`src/rtl/core/refcounted_entry_cache_lru_free_defines.svh`:
```
// Assertion macros for the entry cache RTL.
`ifndef REFCOUNTED_ENTRY_CACHE_LRU_FREE_DEFINES_SVH
`define REFCOUNTED_ENTRY_CACHE_LRU_FREE_DEFINES_SVH

`ifndef SYNTH
// Checked property, disabled while reset is high.
`define RCELF_ASSERT_RST(lbl, clk, rst, prop, msg) \
   lbl: assert property (@(posedge clk) disable iff (rst) prop) else $error(msg);
// Checked property, live during reset as well.
`define RCELF_ASSERT(lbl, clk, prop, msg) \
   lbl: assert property (@(posedge clk) prop) else $error(msg);
`else
`define RCELF_ASSERT_RST(lbl, clk, rst, prop, msg)
`define RCELF_ASSERT(lbl, clk, prop, msg)
`endif

`endif

```
`src/rtl/core/rcelf_pkg.sv`:
```
// Types and constants of the reference-counted entry cache.
`default_nettype none
package rcelf_pkg;

   localparam int ENTRIES = 64;
   localparam int IDX_W   = $clog2(ENTRIES);
   localparam int FREE_W  = $clog2(ENTRIES + 1);
   localparam int CNT_W   = 16;
   localparam int DEV_W   = 16;
   localparam int NUM_W   = 32;
   localparam int SLOT_W  = 6;
   localparam int LOG_E   = $clog2(ENTRIES);
   localparam logic [CNT_W-1:0] COUNT_MAX = {CNT_W{1'b1}};

   // Result status codes.
   typedef enum logic [2:0] {
      ST_HIT    = 3'd0,
      ST_MISS   = 3'd1,
      ST_NONE   = 3'd2,
      ST_USED   = 3'd3,
      ST_FREED  = 3'd4,
      ST_UNUSED = 3'd5,
      ST_OVF    = 3'd6
   } status_type;

   // Commands to one entry cell.
   typedef enum logic [1:0] {
      CMD_NONE = 2'd0,
      CMD_INC  = 2'd1,
      CMD_LOAD = 2'd2,
      CMD_DEC  = 2'd3
   } cell_cmd_type;

   typedef struct packed {
      cell_cmd_type cmd;
      logic         dirty;
   } entry_ctl_type;

   typedef struct packed {
      logic             shift;
      logic             append;
      logic [IDX_W-1:0] app_slot;
   } fifo_ctl_type;

   typedef struct packed {
      logic              op;
      logic [DEV_W-1:0]  dev;
      logic [NUM_W-1:0]  num;
      logic [SLOT_W-1:0] slot;
      logic              dirty;
   } req_type;

   typedef struct packed {
      status_type        status;
      logic [SLOT_W-1:0] slot_out;
      logic              write_back;
   } rsp_type;

endpackage
`default_nettype wire

```
`src/rtl/core/rcelf_fifo_cell.sv`:
```
// One position of the free-list queue; it takes its upper neighbor on a removal.
`default_nettype none
module rcelf_fifo_cell (
   input  wire logic                        clock,
   input  wire logic                        reset,
   input  wire logic [rcelf_pkg::IDX_W-1:0] reset_slot,
   input  wire rcelf_pkg::fifo_ctl_type     ctl,
   input  wire logic [rcelf_pkg::IDX_W-1:0] next_slot,
   input  wire logic                        next_valid,
   input  wire logic [rcelf_pkg::IDX_W-1:0] rem_slot,
   output logic [rcelf_pkg::IDX_W-1:0]      slot,
   output logic                             valid,
   output logic                             match
);

   logic [rcelf_pkg::IDX_W-1:0] slot_ff, slot_in;
   logic                        valid_ff, valid_in;

   assign slot  = slot_ff;
   assign valid = valid_ff;
   assign match = valid_ff && (slot_ff == rem_slot);

   // Shift down on a removal at or below this position, or take an append.
   always_comb begin
      slot_in  = slot_ff;
      valid_in = valid_ff;
      if (ctl.shift) begin
         slot_in  = next_slot;
         valid_in = next_valid;
      end else if (ctl.append) begin
         slot_in  = ctl.app_slot;
         valid_in = 1'b1;
      end
   end

   always_ff @(posedge clock) begin
      if (reset) begin
         slot_ff  <= reset_slot;
         valid_ff <= 1'b1;
      end else begin
         slot_ff  <= slot_in;
         valid_ff <= valid_in;
      end
   end

endmodule
`default_nettype wire

```
`config.mk`:
```
export PLATFORM = sky130hd
export DESIGN_NAME = rcelf_fifo_cell
export DESIGN_NICKNAME = d
export VERILOG_FILES = /design/src/rtl/core/refcounted_entry_cache_lru_free_defines.svh /design/src/rtl/core/rcelf_pkg.sv /design/src/rtl/core/rcelf_fifo_cell.sv
export SDC_FILE = /design/constraint.sdc
export NUM_CORES = 1
export LEC_CHECK = 0
export ABC_CLOCK_PERIOD_IN_PS = 1200
export BUFFER_PORTS_ARGS = -buffer_cell sky130_fd_sc_hd__buf_2
export CORE_AREA = 2 2 39 41
export DETAILED_ROUTE_END_ITERATION = 8
export DIE_AREA = 0 0 41 43
export PLACE_DENSITY = 0.79
export SLEW_MARGIN = 10
export SYNTH_ARGS = -nofsm -noshare
export SYNTH_HDL_FRONTEND = slang
export SYNTH_SLANG_ARGS = --single-unit
export TNS_END_PERCENT = 20
```
`constraint.sdc`:
```
create_clock -name clock -period 1.2 [get_ports clock]
set_input_delay 0.12 -clock clock [delete_from_list [all_inputs] [get_ports clock]]
set_output_delay 0.12 -clock clock [all_outputs]
set_load 0.02 [all_outputs]
```
# Word-level counts from Yosys, hierarchy flattened
# Index checks and enable logic that the tools add are counted.
# classes
mux	5
n_eq_ne	1
reduce_logical	3
# ops
operator	count
2-to-1 mux 6 bit	3
== test 6 bit	1
nonzero test 3 bit	1
2-to-1 mux 1 bit	2
nonzero test 2 bit	1
logical AND 1 bit	1
# totals
out_inout_bits	8
register_bits	7
word_cells	11
input_bits	29

# Logic depth before layout (Yosys ltp)
# logic_depth
word_depth	3
ltp_mapped	3
depth_no_buf	3

# Worst setup path before layout
# No wires, ideal clock.
# synth_timing
path_type	register to output
start	register slot_ff (netlist bit slot[3])
end	output match
arrival_ns	1.398
n_path_buf	0
required_time_ns	1.080
stages_incl_launch_ff	3
setup_slack_ns	-0.318
cell_sequence	edfxtp_1 > xor2_1 > nor4_1
# synth_via
elab_chain_len	2
# synth_rtl
element	line_no	text
from (decl)	rcelf_fifo_cell.sv:16	logic [rcelf_pkg::IDX_W-1:0] slot_ff, slot_in;
from (signal assigned)	rcelf_fifo_cell.sv:38	slot_ff <= reset_slot;
from (signal assigned)	rcelf_fifo_cell.sv:41	slot_ff <= slot_in;
== test 6 bit	rcelf_fifo_cell.sv:21	assign match = valid_ff && (slot_ff == rem_slot);
logical AND 1 bit	rcelf_fifo_cell.sv:21	
to (decl)	rcelf_fifo_cell.sv:13	output logic match
# No other way between the ends.

# Worst setup path after layout
# layout_timing
start	register slot_ff (netlist bit slot[0])
end	output match
# The elaborated chain is that of the path after synthesis.

==> flow_metrics.tcl <==
set metrics [dict create \
    status "finished with violations" \
    violations "negative setup slack" \
    slew_viol_final 0 \
    gr-total-overflow 0 \
    whs_ns 0.1329 \
    power.leakage_nw 0.3276 \
    relSlewSlack_pct 82.30 \
    avgSynthCellArea_um2 10.75 \
    final_common_cell "buf_2" \
    cp-end-kind "output pin" \
    diodes 0 \
    rows 14 \
    areaGrowthSynthToFinish_pct 57.91 \
    ys_seq_elements 7 \
    vias 439 \
    setup_ws_ns -0.2040 \
    rsz0062_at_grt "yes" \
    setup_viol 1 \
    cts_max_path_buffers 2 \
    antenna_found_initial 0 \
    fin_crit_ns 1.404 \
    critical_path_required_ns 1.08 \
    via_per_inst 4.621 \
    cts-root-buf "clkbuf_4" \
    finClkSkew_ns 0 \
    cap_viol_max_count 0 \
    p_per_area_nw_per_um2 1082 \
    arrival_ns 1.28 \
    drc 0 \
    timing.critical_path.cells "xnor2_1 > nand4_1 > nor4_4 > buf_4" \
    layout-drive-gt1-share_pct 53.16 \
    nets 109 \
    final_hold_viol_count 0 \
    syn_area_um2 419.2 \
    dr.pass1.iters 4 \
    wire_per_inst_um 9.789 \
    clock_latency_ns 0.25 \
    port_buffers 36 \
    fp.coreArea_um2 1384 \
    switching_power_mw 0.2018 \
    p_clk_share_pct 29.2 \
    die_area_um2 1763 \
    critPathLaunchType "flop" \
    synthCells 39 \
    cp.buffers_inverters 1 \
    ant_nets 0 \
    swShare_pct 28.18 \
    synth-seq-area-share_pct 47.76 \
    synth_warnings 0 \
    worstMarginPinSlew_ns 0.2646 \
    max_clock_freq_mhz 712.3 \
    initial_utilization_pct 30.29 \
    cts_buffers 3 \
    peakVddDrop_mv 0.3356 \
    register_area_um2 200.2 \
    drt_iter0_drc 4 \
    drt-total-wl_um 930 \
    hp-class "in -> reg" \
    multi_input_area_um2 217.7 \
    cts_sinks 7 \
    synth.area.top_cells "edfxtp_1, mux2i_1, o21ai_1" \
    grt_start_max_net_pins 14 \
    synth_cell_type_count 15 \
    slowest_delay_ns 0.41 \
    syn_nets 68 \
    p_comb_share_pct 27.4 \
    dieWidth_um 41 \
    gp_congestion 0.7394 \
    synth_top_area_share_pct 42.99 \
    grt_usage_pct 12.77 \
    p_seq_share_pct 43.4 \
    cts_tree "done" \
    nFillCells 134 \
    cts-htree-levels 1 \
    cp_max_fo 2 \
    clk_pin_slew_worst_paths_ns 0.05 \
    ios 37 \
    cp_top_family "flip-flops" \
    total_power_mw 0.7163 \
    final_cell_mix "buf_2, mux2i_1, nand2_1, o21ai_1, edfxtp_1" \
    die_h_um 43 \
    reg2reg_slack_ns 0.51 \
    power.internal_mw 0.5144 \
    grt_first_pass_wirelength_um 1393 \
    yosys.area.top_type "edfxtp_1" \
    grt_pass1_vias 404 \
    finalCoreUtilization_pct 47.83 \
    crit_path_top_delay_cell "edfxtp_1" \
    period_share_pct 117.0 \
    critPathKind "reg -> out" \
]
-- cell usage after synthesis --
cell type  number
edfxtp_1        6
mux2i_1         6
nand2_1         6
o21ai_1         6
xnor2_1         3
xor2_1          3
buf_2           1
buf_6           1
dfxtp_1         1
nand4_1         1
nor2b_1         1
nor3_1          1
nor4_1          1
o21bai_1        1
or3_1           1
-- through the flow --
step           cell area [um^2]  cells  worst slack (ns)  setup TNS (ns)
6_report                  661.9     95           -0.2040         -0.2040
3_5_place_dp              633.1     91           0.02306               0
3_3_place_gp              633.1     91           0.07761               0
5_1_grt                   661.9     95           -0.3519         -0.3519
4_1_cts                   661.9     95           -0.2299         -0.2299
2_1_floorplan             434.2     39          -0.02479        -0.02479
-- metal layers --
metal	part of all wire [%]	GRT usage (%)
met5	0	0
met4	7.0	20.00
met3	12	1.571
met2	47	19.06
met1	34	10.60
-- what timing repair did --
| action | CTS | global route |
|---|---|---|
| gates resized for setup | 1 | 0 |
| hold buffers | 0 | 0 |
| setup endpoints to repair | 1 | 1 |
| buffers inserted | 0 | 0 |
| pin swaps | 1 | 1 |
-- final cells by class --
class	instances	area share (%)
Tap cell	16	3.025
Clock buffer	4	3.970
Timing Repair Buffer	38	29.87
Sequential cell	7	30.25
Multi-Input combinational cell	30	32.89
-- tightest hold or removal path, stage by stage --
cell      delay, ns
buf_2          0.09
nor3_1         0.04
o21bai_1       0.11
-- flip-flops by register name, summed over array words and instances, names as in the netlist --
name / cells
slot: 6
valid: 1
-- final timing paths --
path,start,endpoint,cells past startpoint
max,slot[0]$_DFFE_PP_,match,4
min,ctl[6],valid$_SDFFE_PP1P_,3
max reg2reg,valid$_SDFFE_PP1P_,valid$_SDFFE_PP1P_,2
min reg2reg,valid$_SDFFE_PP1P_,valid$_SDFFE_PP1P_,2
-- cell families (layout without fill, tap and decap cells) --
group                     after synthesis  count (layout)  share of synthesized area (%)
and+or+nand+nor                        11              11                          12.54
AOI/OAI and AO/OA                       7               7                          8.956
DFF                                     7               7                          47.76
xor gates and xnor gates                6               6                          12.54
muxes                                   6               6                          14.33
buffers and inverters                   2              42                          3.879
-- power groups by stage --
stage,registers [mW],clock network [mW],logic [mW]
3_5_place_dp,0.316,0,0.198
3_3_place_gp,0.314,0,0.193
2_1_floorplan,0.349,0,0.0812
5_1_grt,0.313,0.234,0.219
4_1_cts,0.311,0.220,0.199
6_report,0.311,0.209,0.196
(Power assumes the default switching activity.)
