[src/rtl/core/refcounted_entry_cache_lru_free_defines.svh]
// Assertion macros for the entry cache RTL.
`ifndef REFCOUNTED_ENTRY_CACHE_LRU_FREE_DEFINES_SVH
`define REFCOUNTED_ENTRY_CACHE_LRU_FREE_DEFINES_SVH

`ifndef SYNTH
// Checked property, disabled while reset is high.
`define RCELF_ASSERT_RST(lbl, clk, rst, prop, msg) \
   lbl: assert property (@(posedge clk) disable iff (rst) prop) else $error(msg);
// Checked property, live during reset as well.
`define RCELF_ASSERT(lbl, clk, prop, msg) \
   lbl: assert property (@(posedge clk) prop) else $error(msg);
`else
`define RCELF_ASSERT_RST(lbl, clk, rst, prop, msg)
`define RCELF_ASSERT(lbl, clk, prop, msg)
`endif

`endif

[src/rtl/core/rcelf_pkg.sv]
// Types and constants of the reference-counted entry cache.
`default_nettype none
package rcelf_pkg;

   localparam int ENTRIES = 64;
   localparam int IDX_W   = $clog2(ENTRIES);
   localparam int FREE_W  = $clog2(ENTRIES + 1);
   localparam int CNT_W   = 16;
   localparam int DEV_W   = 16;
   localparam int NUM_W   = 32;
   localparam int SLOT_W  = 6;
   localparam int LOG_E   = $clog2(ENTRIES);
   localparam logic [CNT_W-1:0] COUNT_MAX = {CNT_W{1'b1}};

   // Result status codes.
   typedef enum logic [2:0] {
      ST_HIT    = 3'd0,
      ST_MISS   = 3'd1,
      ST_NONE   = 3'd2,
      ST_USED   = 3'd3,
      ST_FREED  = 3'd4,
      ST_UNUSED = 3'd5,
      ST_OVF    = 3'd6
   } status_type;

   // Commands to one entry cell.
   typedef enum logic [1:0] {
      CMD_NONE = 2'd0,
      CMD_INC  = 2'd1,
      CMD_LOAD = 2'd2,
      CMD_DEC  = 2'd3
   } cell_cmd_type;

   typedef struct packed {
      cell_cmd_type cmd;
      logic         dirty;
   } entry_ctl_type;

   typedef struct packed {
      logic             shift;
      logic             append;
      logic [IDX_W-1:0] app_slot;
   } fifo_ctl_type;

   typedef struct packed {
      logic              op;
      logic [DEV_W-1:0]  dev;
      logic [NUM_W-1:0]  num;
      logic [SLOT_W-1:0] slot;
      logic              dirty;
   } req_type;

   typedef struct packed {
      status_type        status;
      logic [SLOT_W-1:0] slot_out;
      logic              write_back;
   } rsp_type;

endpackage
`default_nettype wire

[src/rtl/core/rcelf_entry_cell.sv]
// One cache entry: key, valid, reference count, modified mark and free flag.
`default_nettype none
module rcelf_entry_cell (
   input  wire logic                        clock,
   input  wire logic                        reset,
   input  wire rcelf_pkg::entry_ctl_type    ctl,
   input  wire logic [rcelf_pkg::DEV_W-1:0] dev,
   input  wire logic [rcelf_pkg::NUM_W-1:0] num,
   output logic                             match,
   output logic [rcelf_pkg::CNT_W-1:0]      count,
   output logic                             mark,
   output logic                             on_free
);

   logic                        valid_ff, valid_in;
   logic [rcelf_pkg::DEV_W-1:0] dev_ff, dev_in;
   logic [rcelf_pkg::NUM_W-1:0] num_ff, num_in;
   logic [rcelf_pkg::CNT_W-1:0] cnt_ff, cnt_in;
   logic                        mark_ff, mark_in;
   logic                        free_ff, free_in;

   // Key compare against the pending request.
   assign match   = valid_ff && (dev_ff == dev) && (num_ff == num);
   assign count   = cnt_ff;
   assign mark    = mark_ff;
   assign on_free = free_ff;

   // Apply the command for this cycle.
   always_comb begin
      valid_in = valid_ff;
      dev_in   = dev_ff;
      num_in   = num_ff;
      cnt_in   = cnt_ff;
      mark_in  = mark_ff;
      free_in  = free_ff;
      case (ctl.cmd)
         rcelf_pkg::CMD_INC: begin
            cnt_in  = cnt_ff + rcelf_pkg::CNT_W'(1);
            free_in = 1'b0;
         end
         rcelf_pkg::CMD_LOAD: begin
            valid_in = 1'b1;
            dev_in   = dev;
            num_in   = num;
            cnt_in   = rcelf_pkg::CNT_W'(1);
            mark_in  = 1'b0;
            free_in  = 1'b0;
         end
         rcelf_pkg::CMD_DEC: begin
            cnt_in = cnt_ff - rcelf_pkg::CNT_W'(1);
            if (cnt_ff == rcelf_pkg::CNT_W'(1)) begin
               mark_in = 1'b0;
               free_in = 1'b1;
            end else begin
               mark_in = mark_ff | ctl.dirty;
            end
         end
         default: begin
         end
      endcase
   end

   // Control state resets; the key is gated by valid.
   always_ff @(posedge clock) begin
      if (reset) begin
         valid_ff <= 1'b0;
         cnt_ff   <= '0;
         mark_ff  <= 1'b0;
         free_ff  <= 1'b1;
      end else begin
         valid_ff <= valid_in;
         cnt_ff   <= cnt_in;
         mark_ff  <= mark_in;
         free_ff  <= free_in;
      end
      dev_ff <= dev_in;
      num_ff <= num_in;
   end

endmodule
`default_nettype wire

[config.mk]
export PLATFORM = sky130hd
export DESIGN_NAME = rcelf_entry_cell
export DESIGN_NICKNAME = d
export VERILOG_FILES = /design/src/rtl/core/refcounted_entry_cache_lru_free_defines.svh /design/src/rtl/core/rcelf_pkg.sv /design/src/rtl/core/rcelf_entry_cell.sv
export SDC_FILE = /design/constraint.sdc
export NUM_CORES = 1
export LEC_CHECK = 0
export ABC_AREA = 1
export BUFFER_PORTS_ARGS = -buffer_cell sky130_fd_sc_hd__buf_2
export CORE_MARGIN = 10
export CORE_UTILIZATION = 50
export CTS_BUF_LIST = sky130_fd_sc_hd__clkbuf_16
export DETAILED_ROUTE_END_ITERATION = 8
export GPL_ROUTABILITY_DRIVEN = 0
export GPL_TIMING_DRIVEN = 0
export PLACE_DENSITY = 0.72
export SLEW_MARGIN = 20
export SYNTH_ARGS = -nofsm -noshare
export SYNTH_HDL_FRONTEND = slang
export SYNTH_SLANG_ARGS = --single-unit
[constraint.sdc]
create_clock -name clock -period 3.4 [get_ports clock]
set_clock_uncertainty 0.15 [all_clocks]
set_input_delay 0.68 -clock clock [delete_from_list [all_inputs] [get_ports clock]]
set_output_delay 0.68 -clock clock [all_outputs]
set_load 0.01 [all_outputs]
# ---- Word-level counts from Yosys, hierarchy flattened
# Cells that the tools add are included.
# Widths: inputs -> output; s select.
dict set report word_totals {
  in_bits 53
  output_inout_bits 19
  ff_bits 67
  wordCells 28
}
dict set report classes {
  bitwise 1
  n_addsub 2
  reduce_logical 7
  mux 5
  n_eq_ne 7
}
# op n
set op_table {}
lappend op_table {{$pmux 16 s3} 1}
lappend op_table {{$eq 32x32->1} 1}
lappend op_table {{$add 16x1->16 const B} 1}
lappend op_table {{$eq 16x1->1 const B} 1}
lappend op_table {{$eq 16x16->1} 1}
lappend op_table {{$sub 16x1->16 const B} 1}
lappend op_table {{$eq 2x2->1 const B} 2}
lappend op_table {{$pmux 1 s2} 2}
lappend op_table {{$reduce_bool 2->1} 2}
lappend op_table {{$reduce_bool 3->1} 1}
lappend op_table {{$eq 2x1->1 const B} 1}
lappend op_table {{$logic_and 1x1->1} 2}
lappend op_table {{$mux 1} 2}
lappend op_table {{$ne 2x2->1 const B} 1}
lappend op_table {{$reduce_and 2->1} 1}
lappend op_table {{$reduce_or 2->1} 1}
lappend op_table {{$or 1x1->1} 1}

# ---- Longest topological paths before layout
# Gate-level depths: netlist (run 1).
dict set report depth {
  depth_word 4
  depth_mapped 10
  depth_no_buf 10
}

# ---- Least setup slack after synthesis (run 1)
# OpenSTA, ideal clock, no wires.
dict set report synth_path {
  path_kind {input to register}
  start {in ctl[2] in the netlist's numbering}
  end {reg dev_ff[0] in the netlist's numbering, enable pin}
  cell_stages 4
  t_arrival_ps 3072
  setup_ps 455
  setup_slack_ps -277
  t_required_ps 2795
  cell_sequence {buf_4 > inv_1 > buf_2 > nor2_1}
}
dict set report synth_via {
  elab_chain_cells 1
}
# element line
set synth_rtl {}
lappend synth_rtl {{from (decl)} rcelf_entry_cell.sv:6} ;# input wire rcelf_pkg::entry_ctl_type ctl,
lappend synth_rtl {{$eq 2x2->1} rcelf_entry_cell.sv:36} ;# case (ctl.cmd)
lappend synth_rtl {{to (signal assigned)} rcelf_entry_cell.sv:76} ;# dev_ff <= dev_in;
lappend synth_rtl {{to (decl)} rcelf_entry_cell.sv:16} ;# logic [rcelf_pkg::DEV_W-1:0] dev_ff, dev_in;
# Every way passes these cells.
# A chain may end at the register's enable or synchronous reset.

# ---- Final worst setup path (run 1)
dict set report layout_path {
  start {in num[16] in the netlist's numbering}
  end {out match}
}
dict set report layout_via {
  elab_chain_cells 2
}
# element line
set layout_rtl {}
lappend layout_rtl {{from (decl)} rcelf_entry_cell.sv:8} ;# input wire logic [rcelf_pkg::NUM_W-1:0] num,
lappend layout_rtl {{$eq 32x32->1} rcelf_entry_cell.sv:23} ;# assign match = valid_ff && (dev_ff == dev) && (num_ff == num);
lappend layout_rtl {{$logic_and 1x1->1} rcelf_entry_cell.sv:23}
lappend layout_rtl {{to (decl)} rcelf_entry_cell.sv:9} ;# output logic match,
# Every way passes these cells.

==> summary.md, run 1 <==
| Metric | Value |
|---|---|
| Deepest clock path buffer count | 2 |
| CP most frequent cell | nor2_1 |
| Largest family of logic cells by synthesized area | simple AND/OR/NAND/NOR gates |
| Inserted Clock Buffers | 9 |
| Synth Area in Compound Gates | 10.4% |
| Antenna violations before repair | 0 |
| Ys async rst share | 0% |
| Util after Layout | 62.4% |
| Flop2flop setup slack | 1780 ps |
| Core area | 7180 um2 |
| Crit-path cells | buf_2 -> xnor2_1 -> nand2_1 -> nor2_1 -> nand2_1 -> nor2_1 -> nand3_1 -> nor2_1 -> buf_2 |
| Min-delay src | valid_ff |
| Yosys reg bits | 67 |
| First-pass GRT wire length | 15.3 mm |
| Met2 Use GR | 28.7% |
| FF-to-FF path depth | 8 |
| Synth Instances | 456 |
| Worst-Margin Slew | 622 ps |
| Met3 GRT Util | 4.69% |
| Number of enable flip-flop cells after synthesis | 48 |
| Die Area | 11100 um2 |
| P per Cell Area | 511 nW/um2 |
| DP Wirelength | 6.98 mm |
| DRC Markers | 0 |
| Post_cts resized | 0 |
| Final wirelength | 9.32 mm |
| Clock Root Buffer | clkbuf_16 |
| Worst rel slew slack | 58.5% |
| Net Switching | 0.000589 W |
| Mux cell area share after synthesis | 0% |
| Critical path's slowest cell | xnor2_1 |
| Syn nets | 512 |
| Vias in the first global route | 3350 |
| Ports | 72 |
| DR vias | 3285 |
| WHS Endpoint | valid_ff |
| DRT Pass-1 Iters | 5 |
| Cell area after layout | 4480 um2 |
| Slew Viols, Final | 0 |
| Fin. Hold Viols | 0 |
| Yosys cell types | 35 |
| Total GRT Usage | 16.7% |
| Post-CTS setup buffers | 0 |
| Antenna cells | 0 |
| Chip width | 105 um |
| Vias/cell | 5.11 |
| Crit path required time | 2570 ps |
| Class of the worst hold path | flip-flop to flip-flop |
| Post-Synth Adder-Cell Area | 1.03% |
| Syn-to-layout area delta | 22.6% |
| Min Clock Period, post-route | 2570 ps |
| DR iter-0 viols | 211 |
| Final period utilization | 75.6% |
| Skew-Pair Late Insertion Delay | 330 ps |
| CTS Hold Bufs | 0 |
| Clk sinks | 67 |
| Worst Path Max Fanout | 2 |
| R2R Path End | count[10] |
| Type of the worst setup path | input port to output port |
| Largest net degree at the start of global routing | 30 |
| Family with the most delay on the worst path | simple AND/OR/NAND/NOR gates |
| Total grt overflow | 0 |
| Worst VDD drop | 234 uV |
| Synth Area in XOR/XNOR | 3.83% |
| Worst setup SP type | input port |
| Simple-gate share of the synthesized area | 27.4% |
| Logic pwr share | 14.2% |
| Crit path buffers/inverters | 2 |
| Critical path arrival | 1740 ps |
| Status | finished clean |
| Share of layout cells above drive strength 1 | 20.0% |
| Sw frac | 25.7% |
| CTS tree | yes |
| # rows | 31 |
| Worst path max stage delay | 200 ps |
| GRT busiest layer | met2 |
| Fill count | 635 |
| Unrepaired setup endpoints after global routing | false |
| Synth Area per Inst | 8.01 um2 |
| Sequential share of the synthesized area | 49.8% |
| Total of max-cap violations | 0 |
| Hold path depth | 2 |
| Pint | 0.00170 W |
| Met1 GRT Util | 19.3% |
| Reg-to-Reg Start | count[0] |
| ANT nets after route | 0 |
| Nets | 595 |
| Leak pwr | 2.03 nW |
| Synth Flop Type | edfxtp_1 |
| Buffers on Ports | 71 |
| F_max | 389 MHz |
| Wire length per cell | 14.5 um |
| Worst-path clk slew | 50 ps |
| Area of placed instances | 4160 um2 |
| CTS H-tree lvls | 3 |
| Die Height | 105 um |
| Post-Syn Area | 3650 um2 |
| # setup viols final | 0 |
| Syn. warnings | 0 |
| Seq pwr share | 42.7% |
| Dpl ws | 874 ps |
| CP Capture Type | output port |
| Initial Util | 50.9% |
| Slack of the critical path | 831 ps |
| Power share of the clock group | 43.1% |
==> power by group through the flow <==
| stage | combinational [W] | sequential (W) | clock (W) |
|---|---|---|---|
| after global routing | 0.000370 | 0.000985 | 0.00104 |
| after CTS | 0.000325 | 0.000977 | 0.000998 |
| after detailed placement | 0.000322 | 0.000993 | 0 |
| after global placement | 0.000309 | 0.000992 | 0 |
| after floorplan | 0.000206 | 0.000991 | 0 |
| final | 0.000326 | 0.000978 | 0.000985 |
==> metal layers <==
metal,share of wire [%],vias to the layer above
li1,-,1676
met1,43,1477
met2,49,110
met3,5.4,22
met4,2.2,0
met5,0,-
==> cell families after synthesis <==
kind of cell / Yosys count
compound gates: 68
xor+xnor: 16
fa+ha+maj: 3
buf+inv: 69
flops: 67
simple gates: 233
==> worst min-delay path, stage by stage, from the launching register on <==
cell	delay, ps
dfxtp_1	320
nor2_1	50
nor2_1	70
==> state kept, by name, indices dropped and copies added (netlist names) <==
name and cells:
mark 1, on_free 1, dev_ff 16, valid_ff 1, count 16, num_ff 32
==> layout by cell type, fill, tap and decap left out, drive strengths merged, types with 3 or more instances in the layout <==
master    n
a21oi    20
buf      78
clkbuf   10
clkinv    3
dfxtp    19
edfxtp   48
ha        3
inv      62
nand2   123
nand3    32
nand4     9
nor2     63
nor3      3
o21ai    29
o22ai     9
xnor2    14
==> through the flow <==
stage,std cells,hold slack [ps],power [W],TNS [ps]
floorplan,456,284,0.00120,0
global placement,626,289,0.00130,-6340
detailed placement,627,306,0.00132,0
CTS,643,320,0.00230,0
global route,643,354,0.00240,0
finish,643,318,0.00229,0
==> worst max-delay path by stage <==
stage	start	end	slack [ps]	cells after the start
2_1_floorplan	ctl[2]	dev_ff[0]	540	4
3_3_place_gp	ctl[2]	dev_ff[6]	-130	5
3_5_place_dp	dev[6]	match	870	9
4_1_cts	num[14]	match	800	9
5_1_grt	num[16]	match	620	9
6_report	num[16]	match	830	9
==> layout make-up <==
type                            instances  area (um2)  share of cell area [%]
Buffer                                  7        42.5                   0.950
Clock buffer                            9         225                    5.03
Clock inverter                          7        92.6                    2.07
Inverter                               62         233                    5.20
Multi-Input combinational cell        320        1570                    34.9
Sequential cell                        67        1820                    40.7
Tap cell                               99         124                    2.77
Timing Repair Buffer                   72         375                    8.38
==> synthesized netlist by cell type (5+ instances only) <==
| master | number | share of area, % |
|---|---|---|
| xnor2_1 | 14 | 3.4 |
| a21oi_1 | 20 | 2.7 |
| edfxtp_1 | 48 | 39 |
| inv_1 | 60 | 6.2 |
| nand3_1 | 30 | 4.1 |
| dfxtp_1 | 19 | 10 |
| o21ai_0 | 23 | 3.1 |
| nor2_1 | 56 | 5.8 |
| o21ai_1 | 5 | 0.68 |
| nand2_1 | 120 | 12 |
| nand4_1 | 9 | 1.5 |
| o22ai_1 | 9 | 1.5 |
(Power assumes the default switching activity.)
==> inputs of run 2 (changes only) <==
--- a/config.mk
+++ b/config.mk
@@ -8,12 +8,12 @@
 export ABC_AREA = 1
 export BUFFER_PORTS_ARGS = -buffer_cell sky130_fd_sc_hd__buf_2
 export CORE_MARGIN = 10
-export CORE_UTILIZATION = 50
+export CORE_UTILIZATION = 55
 export CTS_BUF_LIST = sky130_fd_sc_hd__clkbuf_16
 export DETAILED_ROUTE_END_ITERATION = 8
 export GPL_ROUTABILITY_DRIVEN = 0
 export GPL_TIMING_DRIVEN = 0
-export PLACE_DENSITY = 0.72
+export PLACE_DENSITY = 0.76
 export SLEW_MARGIN = 20
 export SYNTH_ARGS = -nofsm -noshare
 export SYNTH_HDL_FRONTEND = slang
==> constraint.sdc (replaced) <==
create_clock -name clock -period 2.5 [get_ports clock]
set_clock_uncertainty 0.15 [all_clocks]
set_input_delay 0.5 -clock clock [delete_from_list [all_inputs] [get_ports clock]]
set_output_delay 0.5 -clock clock [all_outputs]
set_load 0.01 [all_outputs]
==> run 2 against run 1 <==
  * Non-clock buffer count is the same
  * Flip-flop and latch count is the same
  * Cell count shrank 3.4%
==> summary.md, run 2 (synthesis results as in run 1) <==
| Metric | Value |
|---|---|
| Status | finished clean (unchanged) |
| Inserted Clock Buffers | 9 (unchanged) |
| Class of the worst hold path | input port to flip-flop (was flip-flop to flip-flop) |
| Die Height | 102 um (was 105 um) |
| Fill count | 536 (was 635) |
| Critical path arrival | 1580 ps (was 1740 ps) |
| Total grt overflow | 0 (unchanged) |
| Worst rel slew slack | 59.2% (was 58.5%) |
| Vias/cell | 5.37 (was 5.11) |
| Most common cell after layout, fill and taps aside | nand2_1 (unchanged) |
| DR iter-0 viols | 226 (was 211) |
| Skew-Pair Late Insertion Delay | 330 ps (about the same) |
| Unrepaired setup endpoints after global routing | false (unchanged) |
| Post_cts resized | 0 (unchanged) |
| Worst setup SP type | flip-flop (was input port) |
| Wire length per cell | 14.7 um (was 14.5 um) |
| Type of the worst setup path | flip-flop to output port (was input port to output port) |
| Total of max-cap violations | 0 (unchanged) |
| Util after Layout | 69.2% (was 62.4%) |
| Worst VDD drop | 512 uV (was 234 uV) |
| GRT busiest layer | met2 (unchanged) |
| Initial Util | 57.2% (was 50.9%) |
| Most flops, register | num_ff (unchanged) |
| Met3 GRT Util | 5.31% (was 4.69%) |
| DR vias | 3334 (was 3285) |
| DRC Markers | 0 (unchanged) |
| F_max | 448 MHz |
| Dpl ws | 193 ps (was 874 ps) |
| Die Area | 10300 um2 (was 11100 um2) |
| Vias in the first global route | 3290 (was 3350) |
| Clk sinks | 67 (unchanged) |
| CP Capture Type | output port (unchanged) |
| Final period utilization | 89.4% |
| Final wirelength | 9.15 mm (was 9.32 mm) |
| Buffers on Ports | 71 (unchanged) |
| Antenna violations before repair | 0 (unchanged) |
| Leak pwr | 2.03 nW (about the same) |
| # rows | 29 (was 31) |
| P per Cell Area | 674 nW/um2 (was 511 nW/um2) |
| Met2 Use GR | 29.2% (was 28.7%) |
| Antenna cells | 0 (unchanged) |
| DP Wirelength | 6.80 mm (was 6.98 mm) |
| ANT nets after route | 0 (unchanged) |
| Worst-path clk slew | 50 ps (about the same) |
| Worst-Margin Slew | 610 ps (was 622 ps) |
| # setup viols final | 0 (unchanged) |
| Worst Path Max Fanout | 2 (unchanged) |
| First-pass GRT wire length | 15.2 mm (was 15.3 mm) |
| Largest net degree at the start of global routing | 30 (unchanged) |
| Min Clock Period, post-route | 2230 ps |
| Crit path required time | 1850 ps (was 2570 ps) |
| Met1 GRT Util | 22.5% (was 19.3%) |
| CTS tree | yes (unchanged) |
| Clock Root Buffer | clkbuf_16 (unchanged) |
| Slew Viols, Final | 0 (unchanged) |
| Slack of the critical path | 265 ps (was 831 ps) |
| Most frequent cells in the layout | 120 x nand2_1, 75 x buf_2, 61 x inv_1 (was 120 x nand2_1, 75 x buf_2, 60 x inv_1) |
| Nets | 595 (unchanged) |
| Fin. Hold Viols | 0 (unchanged) |
| Core area | 6390 um2 (was 7180 um2) |
| Post-CTS setup buffers | 0 (unchanged) |
| Chip width | 102 um (was 105 um) |
| Syn-to-layout area delta | 20.9% (was 22.6%) |
| DRT Pass-1 Iters | 5 (unchanged) |
| CTS Hold Bufs | 0 (unchanged) |
| Deepest clock path buffer count | 2 (unchanged) |
| Ports | 72 (unchanged) |
| Total GRT Usage | 18.4% (was 16.7%) |
| Share of layout cells above drive strength 1 | 19.7% (was 20.0%) |
| FF-to-FF path depth | 9 (was 8) |
| Number of flip-flops in the largest register | 32 (unchanged) |
| CTS H-tree lvls | 3 (unchanged) |
| Hold path depth | 1 (was 2) |
==> run 2: metal layers <==
metal  share of wire [%]  routed length (um)
met1                  42                3810
met2                  48                4350
met3                 8.2                 752
met4                 2.5                 233
met5                   0                   0
==> run 2: worst max-delay path, cell delays in order (launching register included) <==
cell and delay, ps:
edfxtp_1 320, inv_1 50, a21boi_0 170, nand2_1 70, nor2_1 100, nand2_1 60, nor2_1 130, nand3_1 80
nor2_1 120, buf_2 150
==> run 2: stage by stage <==
step / instances / hold slack (ps) / total power [W] / setup TNS (ps) / instance area, um2
2_1_floorplan: 456 / 284 / 0.00163 / 0 / 3660
3_3_place_gp: 604 / 291 / 0.00177 / -5320 / 4110
3_5_place_dp: 605 / 309 / 0.00179 / 0 / 4130
4_1_cts: 621 / 197 / 0.00300 / 0 / 4420
5_1_grt: 621 / 201 / 0.00311 / 0 / 4420
6_report: 621 / 205 / 0.00298 / 0 / 4420
==> run 2: worst paths after layout <==
path	from	endpoint	slack, ps
max	dev_ff[8]	match	270
min	num[25]	num_ff[25]	210
max reg2reg	count[1]	count[14]	880
min reg2reg	valid_ff	valid_ff	320
==> run 2: where the power goes <==
part | leakage [nW] | switching (W) | internal (W) | total (W)
Clock | 0.145 | 0.000450 | 0.000758 | 0.00121
Sequential | 0.607 | 0.0000568 | 0.00127 | 0.00133
Combinational | 1.28 | 0.000270 | 0.000170 | 0.000441
Total | 2.03 | 0.000777 | 0.00220 | 0.00298
==> run 2: layout make-up <==
| class | count | area, um2 | share of cell area (%) |
|---|---|---|---|
| tap | 77 | 96.3 | 2.18 |
| clock buffer | 9 | 225 | 5.10 |
| clock inverter | 7 | 60.1 | 1.36 |
| inverter | 62 | 233 | 5.27 |
| sequential | 67 | 1820 | 41.2 |
| buffer | 7 | 42.5 | 0.963 |
| timing repair buffer | 72 | 375 | 8.49 |
| multi-input combinational | 320 | 1570 | 35.4 |
